===== config.mk =====
export PLATFORM = sky130hd
export DESIGN_NAME = gregorian_date_to_ticks_unit
export DESIGN_NICKNAME = d
export VERILOG_FILES = /design/src/hdl/gdtt_pkg.sv /design/src/hdl/gregorian_date_to_ticks_unit.sv
export SDC_FILE = /design/constraint.sdc
export NUM_CORES = 2
export LEC_CHECK = 0
export BUFFER_PORTS_ARGS = -buffer_cell sky130_fd_sc_hd__clkbuf_2
export CAP_MARGIN = 20
export CELL_PAD_IN_SITES_DETAIL_PLACEMENT = 1
export CELL_PAD_IN_SITES_GLOBAL_PLACEMENT = 2
export CORE_ASPECT_RATIO = 1.1
export CORE_UTILIZATION = 48
export DETAILED_ROUTE_END_ITERATION = 8
export PLACE_DENSITY = 0.94
export SLEW_MARGIN = 20
export SYNTH_ARGS = -nofsm -noshare
export SYNTH_HDL_FRONTEND = slang
export SYNTH_SLANG_ARGS = --single-unit
export TNS_END_PERCENT = 5

===== constraint.sdc =====
create_clock -name clk -period 19.9 [get_ports clk]
set_input_delay 1.99 -clock clk [delete_from_list [all_inputs] [get_ports clk]]
set_output_delay 1.99 -clock clk [all_outputs]
set_load 0.01 [all_outputs]

===== src/hdl/gdtt_pkg.sv =====
// shared constants, status codes and month tables for the date to ticks converter
`default_nettype none

package gdtt_pkg;

  // field widths
  localparam int YEAR_W   = 14;
  localparam int MONTH_W  = 4;
  localparam int DAY_W    = 5;
  localparam int HOUR_W   = 5;
  localparam int MINUTE_W = 6;
  localparam int SECOND_W = 6;
  localparam int MSEC_W   = 10;
  localparam int TICKS_W  = 62;
  localparam int STATUS_W = 2;

  // internal widths
  localparam int DAYS_W = 22;   // day count up to 9999-12-31 stays below 2**22
  localparam int TOD_W  = 41;   // unchecked time of day stays below 2**41
  localparam int CUM_W  = 9;    // days before month, up to 335
  localparam int QUO_W  = 8;    // year / 100 for any 14-bit year
  localparam int REM_W  = 7;    // year % 100

  // reciprocal for division by 100: (x * 5243) >> 19 is exact for x below 2**14
  localparam int RECIP_W     = 13;
  localparam int RECIP_SHIFT = 19;
  localparam int PROD_W      = YEAR_W + RECIP_W;
  localparam logic [RECIP_W-1:0] RECIP_100 = 13'd5243;

  localparam logic [YEAR_W-1:0]  YEAR_MAX  = 14'd9999;
  localparam logic [MONTH_W-1:0] MONTH_MAX = 4'd12;

  // tick weights
  localparam logic [39:0] TICKS_PER_DAY  = 40'd864000000000;
  localparam logic [35:0] TICKS_PER_HOUR = 36'd36000000000;
  localparam logic [29:0] TICKS_PER_MIN  = 30'd600000000;
  localparam logic [23:0] TICKS_PER_SEC  = 24'd10000000;
  localparam logic [13:0] TICKS_PER_MS   = 14'd10000;

  // day weight split into two 20-bit halves for the product
  localparam int HALF_W = 20;
  localparam logic [HALF_W-1:0] TPD_LO = HALF_W'(TICKS_PER_DAY % (40'd1 << HALF_W));
  localparam logic [HALF_W-1:0] TPD_HI = HALF_W'(TICKS_PER_DAY >> HALF_W);

  typedef enum logic [STATUS_W-1:0] {
    STATUS_OK     = 2'd0,
    STATUS_RANGE  = 2'd1,
    STATUS_LENGTH = 2'd2
  } status_t;

  // days before the first of the month
  function automatic logic [CUM_W-1:0] month_cum(input logic leap,
                                                 input logic [MONTH_W-1:0] mo);
    logic [CUM_W-1:0] base;
    base = '0;
    case (mo)
      4'd1:  base = 9'd0;
      4'd2:  base = 9'd31;
      4'd3:  base = 9'd59;
      4'd4:  base = 9'd90;
      4'd5:  base = 9'd120;
      4'd6:  base = 9'd151;
      4'd7:  base = 9'd181;
      4'd8:  base = 9'd212;
      4'd9:  base = 9'd243;
      4'd10: base = 9'd273;
      4'd11: base = 9'd304;
      4'd12: base = 9'd334;
      default: base = 9'd0;
    endcase
    // leap day counts from march on
    if (leap && mo > 4'd2) begin
      base = base + 9'd1;
    end
    return base;
  endfunction

  // length of the month
  function automatic logic [DAY_W-1:0] month_len(input logic leap,
                                                 input logic [MONTH_W-1:0] mo);
    logic [DAY_W-1:0] len;
    len = '0;
    case (mo)
      4'd2:  len = leap ? 5'd29 : 5'd28;
      4'd4:  len = 5'd30;
      4'd6:  len = 5'd30;
      4'd9:  len = 5'd30;
      4'd11: len = 5'd30;
      default: len = 5'd31;
    endcase
    return len;
  endfunction

endpackage

`default_nettype wire


===== src/hdl/gregorian_date_to_ticks_unit.sv =====
// date and time of day to 100 ns ticks, four-stage pipeline
// throughput: one word per cycle, limited by the output register's handshake only
// each stage holds its word while the next is full and cannot move on; bubbles are filled as words move up
// reset clears every stage's valid bit; payload registers are not reset
`default_nettype none

module gregorian_date_to_ticks_unit (
  input  wire logic                              clk,
  input  wire logic                              rst,
  input  wire logic                              req_valid,
  output      logic                              req_ready,
  input  wire logic [gdtt_pkg::YEAR_W-1:0]       year,
  input  wire logic [gdtt_pkg::MONTH_W-1:0]      month,
  input  wire logic [gdtt_pkg::DAY_W-1:0]        day,
  input  wire logic [gdtt_pkg::HOUR_W-1:0]       hour,
  input  wire logic [gdtt_pkg::MINUTE_W-1:0]     minute,
  input  wire logic [gdtt_pkg::SECOND_W-1:0]     second,
  input  wire logic [gdtt_pkg::MSEC_W-1:0]       millisecond,
  output      logic                              rsp_valid,
  input  wire logic                              rsp_ready,
  output      logic [gdtt_pkg::TICKS_W-1:0]      ticks,
  output      logic [gdtt_pkg::STATUS_W-1:0]     status
);

  // stage valid bits and per-stage load enables
  logic v1, v2, v3, v4;
  logic rdy1, rdy2, rdy3, rdy4;

  assign rdy4 = !v4 || rsp_ready;
  assign rdy3 = !v3 || rdy4;
  assign rdy2 = !v2 || rdy3;
  assign rdy1 = !v1 || rdy2;
  assign req_ready = rdy1;

  // stage 1: range check, reciprocal products, time-of-day products
  logic [gdtt_pkg::YEAR_W-1:0]  y_in;
  logic                         range_err_next;

  logic [gdtt_pkg::YEAR_W-1:0]  s1_year;
  logic [gdtt_pkg::MONTH_W-1:0] s1_month;
  logic [gdtt_pkg::DAY_W-1:0]   s1_day;
  logic [gdtt_pkg::PROD_W-1:0]  s1_qy_prod;
  logic [gdtt_pkg::PROD_W-1:0]  s1_qyr_prod;
  logic                         s1_range_err;
  logic [gdtt_pkg::TOD_W-1:0]   s1_hr_t, s1_mi_t, s1_se_t, s1_ms_t;

  assign y_in = year - gdtt_pkg::YEAR_W'(1);
  assign range_err_next = (year == '0) || (year > gdtt_pkg::YEAR_MAX) ||
                          (month == '0) || (month > gdtt_pkg::MONTH_MAX) ||
                          (day == '0);

  always_ff @(posedge clk) begin
    if (rst) begin
      v1 <= 1'b0;
    end else if (rdy1) begin
      v1 <= req_valid;
    end
    if (rdy1) begin
      s1_year      <= year;
      s1_month     <= month;
      s1_day       <= day;
      s1_qy_prod   <= gdtt_pkg::PROD_W'(y_in) * gdtt_pkg::PROD_W'(gdtt_pkg::RECIP_100);
      s1_qyr_prod  <= gdtt_pkg::PROD_W'(year) * gdtt_pkg::PROD_W'(gdtt_pkg::RECIP_100);
      s1_range_err <= range_err_next;
      s1_hr_t <= gdtt_pkg::TOD_W'(hour) * gdtt_pkg::TOD_W'(gdtt_pkg::TICKS_PER_HOUR);
      s1_mi_t <= gdtt_pkg::TOD_W'(minute) * gdtt_pkg::TOD_W'(gdtt_pkg::TICKS_PER_MIN);
      s1_se_t <= gdtt_pkg::TOD_W'(second) * gdtt_pkg::TOD_W'(gdtt_pkg::TICKS_PER_SEC);
      s1_ms_t <= gdtt_pkg::TOD_W'(millisecond) * gdtt_pkg::TOD_W'(gdtt_pkg::TICKS_PER_MS);
    end
  end

  // stage 2: leap rule, month length check, day count, time-of-day sum
  logic [gdtt_pkg::QUO_W-1:0]   qy, qyr;
  logic [gdtt_pkg::YEAR_W-1:0]  rem_full;
  logic [gdtt_pkg::REM_W-1:0]   rem_yr;
  logic                         leap;
  logic [gdtt_pkg::YEAR_W-1:0]  y2;
  logic [gdtt_pkg::CUM_W-1:0]   cum;
  logic [gdtt_pkg::DAY_W-1:0]   mlen;
  logic [gdtt_pkg::DAYS_W-1:0]  days_next;
  gdtt_pkg::status_t            status_next;

  logic [gdtt_pkg::DAYS_W-1:0]  s2_days;
  logic [gdtt_pkg::TOD_W-1:0]   s2_tod;
  gdtt_pkg::status_t            s2_status;

  always_comb begin
    qy       = s1_qy_prod[gdtt_pkg::RECIP_SHIFT +: gdtt_pkg::QUO_W];
    qyr      = s1_qyr_prod[gdtt_pkg::RECIP_SHIFT +: gdtt_pkg::QUO_W];
    rem_full = s1_year - gdtt_pkg::YEAR_W'(gdtt_pkg::YEAR_W'(qyr) * gdtt_pkg::YEAR_W'(100));
    rem_yr   = rem_full[gdtt_pkg::REM_W-1:0];
    // divisible by 4, and not a century unless the century divides by 4
    leap     = (s1_year[1:0] == 2'd0) && ((rem_yr != '0) || (qyr[1:0] == 2'd0));
    y2       = s1_year - gdtt_pkg::YEAR_W'(1);
    cum      = gdtt_pkg::month_cum(leap, s1_month);
    mlen     = gdtt_pkg::month_len(leap, s1_month);
    days_next = gdtt_pkg::DAYS_W'(y2) * gdtt_pkg::DAYS_W'(365)
              + gdtt_pkg::DAYS_W'(y2[gdtt_pkg::YEAR_W-1:2])
              - gdtt_pkg::DAYS_W'(qy)
              + gdtt_pkg::DAYS_W'(qy[gdtt_pkg::QUO_W-1:2])
              + gdtt_pkg::DAYS_W'(cum)
              + gdtt_pkg::DAYS_W'(s1_day)
              - gdtt_pkg::DAYS_W'(1);
    if (s1_range_err) begin
      status_next = gdtt_pkg::STATUS_RANGE;
    end else if (s1_day > mlen) begin
      status_next = gdtt_pkg::STATUS_LENGTH;
    end else begin
      status_next = gdtt_pkg::STATUS_OK;
    end
  end

  always_ff @(posedge clk) begin
    if (rst) begin
      v2 <= 1'b0;
    end else if (rdy2) begin
      v2 <= v1;
    end
    if (rdy2) begin
      s2_days   <= days_next;
      s2_tod    <= s1_hr_t + s1_mi_t + s1_se_t + s1_ms_t;
      s2_status <= status_next;
    end
  end

  // stage 3: day count times ticks per day, as two half products
  localparam int PP_W = gdtt_pkg::DAYS_W + gdtt_pkg::HALF_W;

  logic [PP_W-1:0]              s3_p_lo, s3_p_hi;
  logic [gdtt_pkg::TOD_W-1:0]   s3_tod;
  gdtt_pkg::status_t            s3_status;

  always_ff @(posedge clk) begin
    if (rst) begin
      v3 <= 1'b0;
    end else if (rdy3) begin
      v3 <= v2;
    end
    if (rdy3) begin
      s3_p_lo   <= PP_W'(s2_days) * PP_W'(gdtt_pkg::TPD_LO);
      s3_p_hi   <= PP_W'(s2_days) * PP_W'(gdtt_pkg::TPD_HI);
      s3_tod    <= s2_tod;
      s3_status <= s2_status;
    end
  end

  // stage 4: combine halves, add time of day, zero on error
  logic [gdtt_pkg::TICKS_W-1:0] ticks_next;
  gdtt_pkg::status_t            s4_status;

  always_comb begin
    ticks_next = (gdtt_pkg::TICKS_W'(s3_p_hi) << gdtt_pkg::HALF_W)
               + gdtt_pkg::TICKS_W'(s3_p_lo)
               + gdtt_pkg::TICKS_W'(s3_tod);
    if (s3_status != gdtt_pkg::STATUS_OK) begin
      ticks_next = '0;
    end
  end

  always_ff @(posedge clk) begin
    if (rst) begin
      v4 <= 1'b0;
    end else if (rdy4) begin
      v4 <= v3;
    end
    if (rdy4) begin
      ticks     <= ticks_next;
      s4_status <= s3_status;
    end
  end

  assign rsp_valid = v4;
  assign status    = s4_status;

  // a flagged word never carries a tick count
  a_err_zero: assert property (@(posedge clk) disable iff (rst)
    rsp_valid && (status != gdtt_pkg::STATUS_OK) |-> ticks == '0)
    else $error("error word with non-zero ticks");

  // status stays within the defined codes
  a_status_code: assert property (@(posedge clk) disable iff (rst)
    rsp_valid |-> (status == gdtt_pkg::STATUS_OK) || (status == gdtt_pkg::STATUS_RANGE) ||
                  (status == gdtt_pkg::STATUS_LENGTH))
    else $error("undefined status code");

  // input is held off only when every stage is full
  a_full_stall: assert property (@(posedge clk) disable iff (rst)
    !req_ready |-> v1 && v2 && v3 && v4 && !rsp_ready)
    else $error("input stalled with a free stage");

endmodule

`default_nettype wire


==> impl_metrics.tcl <==
set metrics [dict create \
    report.final.slew_viol_count 0 \
    synth_top_family_by_area "adder cells" \
    reg2reg_from "s1_year[3]" \
    ioPinCount 120 \
    vias 28800 \
    crit_fanout 7 \
    cts_tree "yes" \
    whs_ns 0.420 \
    die_x_um 289 \
    hold_viol 0 \
    first_pass_iters 4 \
    die_area_um2 91700 \
    finalSetupViolations 0 \
    ys_types 83 \
    setup.worst_path.end_class "register" \
    yosys_warnings 0 \
    root_buffer "clkbuf_16" \
    core-area_um2 89500 \
    hpwl_mm 91.4 \
    htreeDepth 2 \
    drt-total-wl_mm 109 \
    tightest_slew_ns 0.930 \
    startpoint "year[2]" \
    status "completed" \
    syn_area_um2 43400 \
    nNetsFinal 5475 \
    post-route-period-util_pct 43.4 \
    synth_edf_count 364 \
    timing.fmax_ghz 0.116 \
    ys_async_sr_fraction_pct 0 \
    synth_compound_area_share_pct 8.75 \
    port_buffers 115 \
    viasPerCell 5.43 \
    start_util_pct 48.5 \
    grt_start_max_net_pins 77 \
    finClkSkew_ns 0.0345 \
    startpoint_type "input pin" \
    ff2ff_setup_slack_ns 11.98 \
    rsz0062_at_grt "no" \
    synthFlopType "edfxtp_1" \
    layout-drive-gt1-share_pct 6.19 \
    ant_nets 0 \
    syn2layout_area_growth_pct 8.13 \
    grt_pass1_vias 32800 \
    hold_path_startpoint "s2_tod[5]" \
    wire_per_inst_um 20.4 \
    synth-simple-area-share_pct 6.37 \
    grt_pass1_wl_mm 176 \
    path_clk_slew_ns 0.06 \
    synthCells 3952 \
    cts_buffer_depth 3 \
    finalSetupTns_ns 0 \
    synth_fa_ha_area_share_pct 46.1 \
    hold_path_class "reg -> reg" \
    slew_headroom_pct 37.2 \
    post_cts_buffers 0 \
    clk_latency_ns 0.61 \
    ctsHoldBuffers 0 \
    cts.repair.resized 0 \
    arrival_ns 8.97 \
    diodes 0 \
    yosysSeqAreaShare_pct 25.8 \
    grt_usage_pct 24.3 \
    place.gp.congestion 0.899 \
    grt_overflow_total 0 \
    ys_ff_latch 377 \
    drt_iter0_drc 1128 \
    cts_buffers 46 \
    synth_xor_area_share_pct 5.29 \
    path_class "in -> reg" \
    die_h_um 317 \
    antenna_found_initial 2 \
    maxCapViolations 0 \
    syn_avg_cell_area_um2 11.0 \
    min_period_ns 8.64 \
    rows 115 \
    cp.required_ns 20.23 \
    synth.mux.area_fraction_pct 0.265 \
    cts.sinks 377 \
    drc_errors 0 \
]
-- area by class of cell --
type / instances / area (um2)
fill: 9626 / 42600
multi-input combinational: 2723 / 29000
sequential: 377 / 11200
inverter: 826 / 3100
tap: 1170 / 1460
clock buffer: 60 / 1270
timing repair buffer: 128 / 673
clock inverter: 25 / 231
-- stage by stage --
stage | cells | util (%) | setup WS (ns) | area [um2]
after global routing | 5309 | 52.5 | 10.87 | 46900
after CTS | 5309 | 52.5 | 11.21 | 46900
final | 5309 | 52.5 | 11.26 | 46900
after detailed placement | 5224 | 50.8 | 10.65 | 45400
after global placement | 5224 | 50.8 | 10.95 | 45400
after floorplan | 3955 | - | 10.46 | 43400
-- final timing paths --
| kind | end | cells after the start |
|---|---|---|
| max | s1_qy_prod[26] | 24 |
| max reg2reg | s2_days[20] | 27 |
| min | s3_tod[5] | 0 |
| min reg2reg | s3_tod[5] | 0 |
-- sequential cells by signal, summed over array words and instances, names as in the netlist, 4 cells and up, named ones only --
signal,cells
ticks,58
s1_qyr_prod,5
s1_qy_prod,8
s1_hr_t,30
s1_mi_t,27
s1_month,4
s1_day,5
s3_tod,37
s2_days,22
s1_se_t,23
s1_year,14
s3_p_hi,41
s3_p_lo,26
s1_ms_t,20
s2_tod,37
-- cells in the mapped netlist, types with 13 or more instances --
library cell | count | area, um2
o21a_1 | 32 | 240
and2_1 | 22 | 138
or3_1 | 15 | 93.8
edfxtp_1 | 364 | 10900
nor2_1 | 157 | 589
o21ai_0 | 85 | 425
fa_1 | 467 | 9350
a31oi_1 | 19 | 119
and3_1 | 32 | 200
xor2_1 | 73 | 639
nand4_1 | 26 | 163
nor3_1 | 47 | 235
a211oi_1 | 24 | 180
clkbuf_1 | 22 | 82.6
nand2_1 | 117 | 439
xnor2_1 | 189 | 1660
nor2b_1 | 24 | 150
a21o_1 | 89 | 668
nand2b_1 | 19 | 119
nand3_1 | 48 | 240
dfxtp_1 | 13 | 260
inv_1 | 826 | 3100
or2_2 | 17 | 106
o21bai_1 | 23 | 173
a21oi_1 | 172 | 861
ha_1 | 852 | 10700
-- cells by family (layout without fill, tap and decap cells) --
kind of cell,after synthesis,count (layout)
adder cells (fa/ha/maj),1319,1319
multiplexers,11,11
AO/OA/AOI/OAI,567,567
buffers and inverters,855,1039
AND/OR/NAND/NOR,560,560
flip-flops,377,377
other,1,4
XOR/XNOR,262,262
-- layer usage --
layer,vias to the layer above,part of all wire [%],track usage (%)
met5,-,0.011,0
met4,2,3.1,7.23
met3,190,2.7,2.29
met2,449,52,44.7
met1,14600,42,29.8
li1,13600,-,-
-- critical path, cell delays in order --
cell and delay [ns]:
clkbuf_2 0.16, inv_1 0.26, ha_1 0.20, a21boi_0 0.48
nand4_1 0.24, xnor2_1 0.62, inv_1 0.23, ha_1 0.38
fa_1 0.54, inv_1 0.07, fa_1 0.51, inv_1 0.05
fa_1 0.47, fa_1 0.49, ha_1 0.31, nand3_1 0.11
o221ai_1 0.14, a21o_1 0.20, a221oi_2 0.41, o21ai_1 0.24
o41ai_2 0.35, o21bai_1 0.16, a21oi_1 0.24, xnor2_1 0.10
-- placed cells by master (no fill, tap or decap), types with 10 or more instances in the layout --
cell type / synthesis / routed
o21ai_0: 85 / 85
o21a_1: 32 / 32
nand4_1: 26 / 26
inv_1: 826 / 825
ha_1: 852 / 852
nor2_1: 157 / 157
a21o_1: 89 / 89
xor2_1: 73 / 73
clkbuf_2: 1 / 115
o21bai_1: 23 / 23
o211ai_1: 10 / 10
a31oi_1: 19 / 19
nand2b_1: 19 / 19
xnor2_1: 189 / 189
clkbuf_16: 0 / 46
a211oi_1: 24 / 24
o31ai_1: 10 / 10
or3_1: 15 / 15
buf_4: 4 / 13
and2_1: 22 / 22
a21oi_1: 172 / 172
nor3_1: 47 / 47
dfxtp_1: 13 / 13
fa_1: 467 / 467
or2_2: 17 / 17
nand2_1: 117 / 116
nor2b_1: 24 / 24
nand3_1: 48 / 47
and3_1: 32 / 32
edfxtp_1: 364 / 364
Power is left out: the tool's default activity adds up to more than one toggle a clock period on the data nets, which glitch-free logic cannot reach.
